## config.mk

```make
export PLATFORM = sky130hd
export DESIGN_NAME = dab_ctrl
export DESIGN_NICKNAME = d
export VERILOG_FILES = /design/src/rtl/dab_pkg.sv /design/src/rtl/dab_ctrl.sv
export SDC_FILE = /design/constraint.sdc
export NUM_CORES = 1
export LEC_CHECK = 0
export ABC_AREA = 1
export BUFFER_PORTS_ARGS = -buffer_cell sky130_fd_sc_hd__buf_2
export CORE_AREA = 2 2 39 41
export DETAILED_ROUTE_END_ITERATION = 7
export DIE_AREA = 0 0 41 43
export HOLD_SLACK_MARGIN = 0.12
export SYNTH_ARGS = -nofsm -noshare
export SYNTH_HDL_FRONTEND = slang
export SYNTH_SLANG_ARGS = --single-unit
```

## constraint.sdc

```tcl
create_clock -name clk -period 1.2 [get_ports clk]
set_input_delay 0.24 -clock clk [delete_from_list [all_inputs] [get_ports clk]]
set_output_delay 0.24 -clock clk [all_outputs]
set_load 0.01 [all_outputs]
```

## src/rtl/dab_pkg.sv

```systemverilog
`timescale 1ns / 1ps
package dab_pkg;

  localparam int MAX_ROWS   = 128;
  localparam int MAX_COLS   = 128;
  localparam int PIXEL_BITS = 16;
  localparam int FRAC_BITS  = 8;
  localparam int NUM_CH     = 3;

  localparam int ROW_W   = $clog2(MAX_ROWS);
  localparam int COL_W   = $clog2(MAX_COLS);
  localparam int PLANE   = MAX_ROWS * MAX_COLS;
  localparam int ADDR_W  = ROW_W + COL_W;

  // fixed-point widths of the distance path
  localparam int DIFF_W     = 19;
  localparam int SQ_W       = 36;
  localparam int SQRT_STEPS = SQ_W / 2;
  localparam int SQ_CNT_W   = $clog2(SQRT_STEPS);
  localparam int COV_W      = FRAC_BITS + 1;
  localparam int PROD_W     = COV_W + PIXEL_BITS;

  localparam logic [1:0] CMD_WRITE = 2'd0;
  localparam logic [1:0] CMD_DISC  = 2'd1;
  localparam logic [1:0] CMD_READ  = 2'd2;
  localparam logic [1:0] CMD_NOP   = 2'd3;

  localparam logic [1:0] CFG_ROWS  = 2'd0;
  localparam logic [1:0] CFG_COLS  = 2'd1;
  localparam logic [1:0] CFG_COLOR = 2'd2;

  typedef struct packed {
    logic load;
    logic wr_pixel;
    logic rd_capture;
    logic box;
    logic px_diff;
    logic px_square;
    logic sq_init;
    logic sq_step;
    logic cov;
    logic mul;
    logic wb;
  } dab_cmd_t;

  typedef struct packed {
    logic empty;
    logic sq_last;
    logic px_last;
  } dab_stat_t;

endpackage

```

## src/rtl/dab_ctrl.sv

```systemverilog
`timescale 1ns / 1ps
module dab_ctrl
  import dab_pkg::*;
(
  input  logic       clk,
  input  logic       rst,
  input  logic       start,
  input  logic [1:0] cmd,
  input  dab_stat_t  stat,
  output dab_cmd_t   ctl,
  output logic       busy,
  output logic       done
);

  localparam logic [3:0] S_IDLE = 4'd0;
  localparam logic [3:0] S_WR   = 4'd1;
  localparam logic [3:0] S_RD1  = 4'd2;
  localparam logic [3:0] S_RD2  = 4'd3;
  localparam logic [3:0] S_BOX  = 4'd4;
  localparam logic [3:0] S_CHK  = 4'd5;
  localparam logic [3:0] S_PX0  = 4'd6;
  localparam logic [3:0] S_PX1  = 4'd7;
  localparam logic [3:0] S_PX2  = 4'd8;
  localparam logic [3:0] S_SQ   = 4'd9;
  localparam logic [3:0] S_COV  = 4'd10;
  localparam logic [3:0] S_MUL  = 4'd11;
  localparam logic [3:0] S_WB   = 4'd12;
  localparam logic [3:0] S_FIN  = 4'd13;

  logic [3:0] state;
  logic [3:0] state_next;

  always_ff @(posedge clk) begin
    if (rst) begin
      state <= S_IDLE;
    end else begin
      state <= state_next;
    end
  end

  always_comb begin
    state_next = state;
    ctl        = '0;
    case (state)
      S_IDLE: begin
        if (start) begin
          ctl.load = 1'b1;
          case (cmd)
            CMD_WRITE: state_next = S_WR;
            CMD_DISC:  state_next = S_BOX;
            CMD_READ:  state_next = S_RD1;
            default:   state_next = S_FIN;
          endcase
        end
      end
      S_WR: begin
        ctl.wr_pixel = 1'b1;
        state_next   = S_FIN;
      end
      S_RD1: state_next = S_RD2;
      S_RD2: begin
        ctl.rd_capture = 1'b1;
        state_next     = S_FIN;
      end
      S_BOX: begin
        ctl.box    = 1'b1;
        state_next = S_CHK;
      end
      S_CHK: state_next = stat.empty ? S_FIN : S_PX0;
      S_PX0: begin
        ctl.px_diff = 1'b1;
        state_next  = S_PX1;
      end
      S_PX1: begin
        ctl.px_square = 1'b1;
        state_next    = S_PX2;
      end
      S_PX2: begin
        ctl.sq_init = 1'b1;
        state_next  = S_SQ;
      end
      S_SQ: begin
        ctl.sq_step = 1'b1;
        if (stat.sq_last) begin
          state_next = S_COV;
        end
      end
      S_COV: begin
        ctl.cov    = 1'b1;
        state_next = S_MUL;
      end
      S_MUL: begin
        ctl.mul    = 1'b1;
        state_next = S_WB;
      end
      S_WB: begin
        ctl.wb     = 1'b1;
        state_next = stat.px_last ? S_FIN : S_PX0;
      end
      S_FIN:   state_next = S_IDLE;
      default: state_next = S_IDLE;
    endcase
  end

  assign busy = (state != S_IDLE);
  assign done = (state == S_FIN);

endmodule

```

==> impl_metrics.ini, run 1 <==
[route]
wl_um = 1669
drtIter0Drc = 25
drc = 0
dr.pass1.iters = 4
postRouteAntennaNets = 0
wire_per_inst_um = 11.59
vias_per_cell = 4.764
vias = 686

[critical_path]
cp_slowest_cell = dfxtp_4
worstPathArrival_ps = 1110
cp_num_cells = 5
crit_path_end_kind = primary output
cpPeakStageDelay_ps = 370
critPathTopFamily = flip-flops
cp-start-kind = register
crit_type = register to primary output
reg2reg_depth = 10
path_buf_inv = 3
crit_required_ps = 960
crit_chain = inv_4, nor2_4, nand2_1, inv_2, buf_6
cp_max_fo = 5

[power]
p_leak_nw = 0.5354
worst_ir_drop_vdd_mv = 1.348
p_per_area_nw_per_um2 = 2347

[sta]
rsz0062_at_grt = yes
fin_crit_sh_pct = 112.7
period_minus_slack_ps = 1352
fin_tns_setup_ps = -1510
clock.fmax_mhz = 739.5
setup_viol = 17
timing.hold.ws_ps = 218.0
worst_slew_pin_slew_ps = 226.3
slew_viol_final = 0
finalClockSkew_ps = 0.9841
fin_ws_ps = -152.3
maxSlewHeadroom_pct = 84.88
final_hold_viol_count = 0

[final_layout]
syn_to_final_growth_pct = 116.0
fill_cells = 121
nNetsFinal = 141
postLayoutCellArea_um2 = 964.7
reg_top3 = state (4)
largest_register_ffs = 4
top_register = state
drive_gt1_share_pct = 67.97
antenna_cells = 0

[global_routing]
grt_use_total_pct = 17.45
grt_pass1_vias = 584
grt_pass1_wl_um = 2118
grt_max_degree = 7
antenna_found_initial = 0
overflow = 0

[placed_design]
gp_congestion = 0.8462
dp_hpwl_um = 1000
pre_cts_ws_ps = -57.88
place_area_um2 = 644.4
port_buffers = 20

[logic_synthesis]
ys_ff_latch = 4
synth.avg_cell_area_um2 = 5.255
yosys_warnings = 0
synthTopCellsByArea = dfxtp_1 18%, nand2_1 18%, inv_1 17%
ys_seq_area_share_pct = 17.93
synth_cell_types = 14
yosys.area.top_type = dfxtp_1
syn_nets = 96
netlist_area_um2 = 446.7
synth_top_area_share_pct = 17.93
syn_inst = 85

[floorplan]
io_pins = 21
dieHeight_um = 43
core_area_um2 = 1384
die_w_um = 41
rows = 14
initial_utilization_pct = 32.28
dieArea_um2 = 1763

[clock_tree]
clock-root-buffer = clkbuf_4
ctsHoldBuffers = 0
cts.htree.levels = 1
clock_latency_ps = 230
cts_tree = done
clkTransAtPathRegs_ps = 40
clkSinkCount = 4
cts_buffer_depth = 2
cts_inserted_buffers = 3

[worst_hold_path]
hold_path_class = input port to register
holdPathStages = 2

[status]
violations = negative setup slack
status = complete, but fails checks

[flow_run]
drv_cap = 0
cell usage after synthesis, drive strengths merged:
cell / n
nand2: 22
nor2: 17
inv: 20
o211ai: 1
dfxtp: 4
a21oi: 2
nor3: 3
o21ai: 4
nand4: 1
ha: 3
nand3: 8
power by group:
group,leakage (nW),switching [mW],internal [mW]
registers,0.0356,0.126,0.213
clock network,0.0138,0.0495,0.112
logic,0.486,0.890,0.873
total,0.535,1.07,1.20
stage by stage:
step,cells,utilization [%],power [mW]
finish,144,69.71,2.264
global placement,131,46.56,1.258
global route,144,69.71,2.430
detailed placement,131,46.56,1.265
CTS,140,58.14,1.822
floorplan,85,-,0.8244
worst register-to-register path, cell delays in order (launching register included):
cell	delay, ps
dfxtp_4	350
nor2_4	140
buf_6	120
buf_4	100
buf_6	90
nand3_2	60
nand2_1	60
inv_1	40
nand3_1	50
nand2_1	70
a21oi_2	120
kinds of logic (layout without fill, tap and decap cells):
family	Yosys count	after routing	synth area share, %
simple gates	51	51	47.62
buf+inv	20	63	16.81
compound gates	7	7	9.244
flops	4	4	17.93
fa+ha+maj	3	3	8.404
cell type report:
class	count	area (um^2)	area share, %
inverter	20	87.58	9.079
multi-input combinational	61	444.2	46.04
sequential	4	95.09	9.857
tap	16	20.02	2.075
clock buffer	3	22.52	2.335
timing repair buffer	40	295.3	30.61
cell usage in the layout, fill, tap and decap left out:
cell,instances
clkbuf_4,3
nor2_2,6
a21oi_2,2
inv_1,12
nand3_2,5
nand2_2,5
buf_4,13
inv_2,5
ha_1,3
inv_4,2
inv_8,1
o211ai_1,1
nand2_8,1
dfxtp_4,4
nor3_2,2
nor3_1,1
nand2_4,3
o21ai_0,2
nand4_1,1
nand3_1,3
buf_2,17
nand2_1,13
o21ai_2,2
nor2_4,6
buf_6,10
nor2_1,5
path summary, 6_finish.rpt:
kind                                from       end  slack, ps
worst max-delay path            state[2]    ctl[7]       -150
worst max register to register  state[2]  state[0]        -90
worst min register to register  state[3]  state[2]        790
worst min-delay path                 rst  state[3]        220
what timing repair did:
| action | in CTS | in global routing |
|---|---|---|
| gates cloned | 0 | 0 |
| setup endpoints to repair | 17 | 17 |
| gates resized for setup | 33 | 38 |
| pin swaps | 7 | 19 |
| buffers inserted | 6 | 4 |
routing by layer:
metal	routed length (um)	up-vias	share of wire [%]	GRT usage [%]
li1	-	346	-	-
met1	639	317	38	19.23
met2	956	21	57	31.87
met3	50	2	3.0	0
met4	23	0	1.4	8.000
met5	0	-	0	0
Note: power is estimated with default switching activity, not from simulation.
==> run 2, diff against run 1 <==
==> constraint.sdc (replaced) <==
create_clock -name clk -period 1.2 [get_ports clk]
set_input_delay 0.12 -clock clk [delete_from_list [all_inputs] [get_ports clk]]
set_output_delay 0.12 -clock clk [all_outputs]
set_load 0.01 [all_outputs]
==> impl_metrics.ini, run 2 (synthesis results as in run 1) <==
[final_layout]
syn_to_final_growth_pct = 80.39
top_register = state
drive_gt1_share_pct = 50.83
antenna_cells = 0
layout_common_cells = 18 x buf_2, 16 x inv_1, 14 x nand2_1, 10 x nor2_1, 8 x nand3_1
final_cells = 136
reg_top3 = state (4)
largest_register_ffs = 4
final_common_cell = buf_2
nNetsFinal = 133

[clock_tree]
clkSinkCount = 4
cts.htree.levels = 1
cts_buffer_depth = 2
clock-root-buffer = clkbuf_4
clock_latency_ps = 230
cts_tree = done
cts_inserted_buffers = 3
clkTransAtPathRegs_ps = 40

[global_routing]
grt_pass1_wl_um = 2083
grt_pass1_vias = 554
antenna_found_initial = 0
overflow = 0
grt_max_degree = 8
grt_use_total_pct = 16.47

[power]
p_leak_nw = 0.4799
worst_ir_drop_vdd_mv = 0.8754
power_mw = 1.738
p_per_area_nw_per_um2 = 2158

[floorplan]
die_w_um = 41
io_pins = 21
initial_utilization_pct = 32.28
rows = 14
dieHeight_um = 43
dieArea_um2 = 1763
core_area_um2 = 1384

[route]
vias_per_cell = 4.765
wl_um = 1357
drtIter0Drc = 15
postRouteAntennaNets = 0
dr.pass1.iters = 4
wire_per_inst_um = 9.978
drc = 0
vias = 648

[sta]
maxSlewHeadroom_pct = 86.18
fin_crit_sh_pct = 105.6
slew_viol_final = 0
finalClockSkew_ps = 1.534
setup_viol = 8
clock.fmax_mhz = 789.3
final_hold_viol_count = 0
fin_ws_ps = -66.99
rsz0062_at_grt = yes
period_minus_slack_ps = 1267
worst_slew_pin_slew_ps = 205.1

[status]
status = complete, but fails checks
violations = negative setup slack

[critical_path]
cp-start-kind = register
cp_max_fo = 7
worstPathArrival_ps = 1150
crit_type = register to primary output
startpoint = state[0]
r2r-end = state[0]
crit_path_end_kind = primary output
rrSetupSlack_ps = -40
crit_end = ctl[10]
r2r-start = state[2]
reg2reg_depth = 9
crit_required_ps = 1080

[placed_design]
gp_congestion = 0.8452
place_inst = 130
dp_hpwl_um = 978.9
port_buffers = 20

[worst_hold_path]
hold_start = start
hold_path_class = input port to register

[flow_run]
drv_cap = 0
-- run 2: cell count changes in the layout (fill, tap and decap cells not counted), moves of 3 or more --
cell | previous run | this run
nand3_2 | 5 | 0
inv_1 | 12 | 16
buf_4 | 13 | 7
buf_6 | 10 | 6
nand3_1 | 3 | 8
nor2_1 | 5 | 10
nor2_4 | 6 | 3
-- run 2: where the power goes --
part           switching [mW]  total [mW]  internal [mW]
logic                   0.679        1.24          0.564
clock network          0.0550       0.167          0.112
registers               0.119       0.329          0.210
-- run 2: layout make-up --
| class | instances | area [um^2] |
|---|---|---|
| clock buffer | 3 | 22.52 |
| fill | 144 | 578.1 |
| inverter | 20 | 77.57 |
| multi-input combinational | 61 | 372.9 |
| sequential | 4 | 92.59 |
| tap | 16 | 20.02 |
| timing repair buffer | 32 | 220.2 |
-- run 2: worst min-delay path by stage --
stage	to	slack (ps)	cells past startpoint
6_report	state[1]	220	3
5_1_grt	state[1]	260	3
4_1_cts	state[1]	230	3
3_5_place_dp	state[2]	330	2
3_3_place_gp	state[3]	320	2
2_1_floorplan	state[0]	190	1
-- run 2: worst max-delay path: stages (launching register included) --
cell and delay, ps:
dfxtp_4 380, nor2_4 220, nand2_4 90, nor2_2 100, buf_2 120
-- run 2: per-stage QoR --
step | worst slack [ps] | TNS, ps | utilization, % | area, um^2 | hold slack [ps]
after floorplan | 28.28 | 0 | - | 449.2 | 189.1
after global placement | -98.45 | -302.3 | 46.02 | 636.9 | 324.7
after detailed placement | -83.15 | -250.2 | 46.02 | 636.9 | 326.2
after CTS | -56.96 | -391.1 | 53.53 | 740.7 | 225.5
after global routing | -136.8 | -997.7 | 58.23 | 805.8 | 256.6
final | -66.99 | -257.9 | 58.23 | 805.8 | 224.4
-- run 2: metal layers --
metal / track usage, % / up-vias / routed length, um
met3: 1.571 / 4 / 78
met4: 7.333 / 0 / 38
li1: - / 335 / -
met2: 27.81 / 25 / 692
met1: 19.61 / 284 / 548
met5: 0 / - / 0
-- run 2: timing repair --
item | 4_1_cts | 5_1_grt
endpoints found under the setup margin | 16 | 17
endpoints found under the hold margin | 4 | 0
buffers inserted | 2 | 1
hold buffers | 1 | 0
gates resized for setup | 21 | 21
pin swaps | 5 | 11
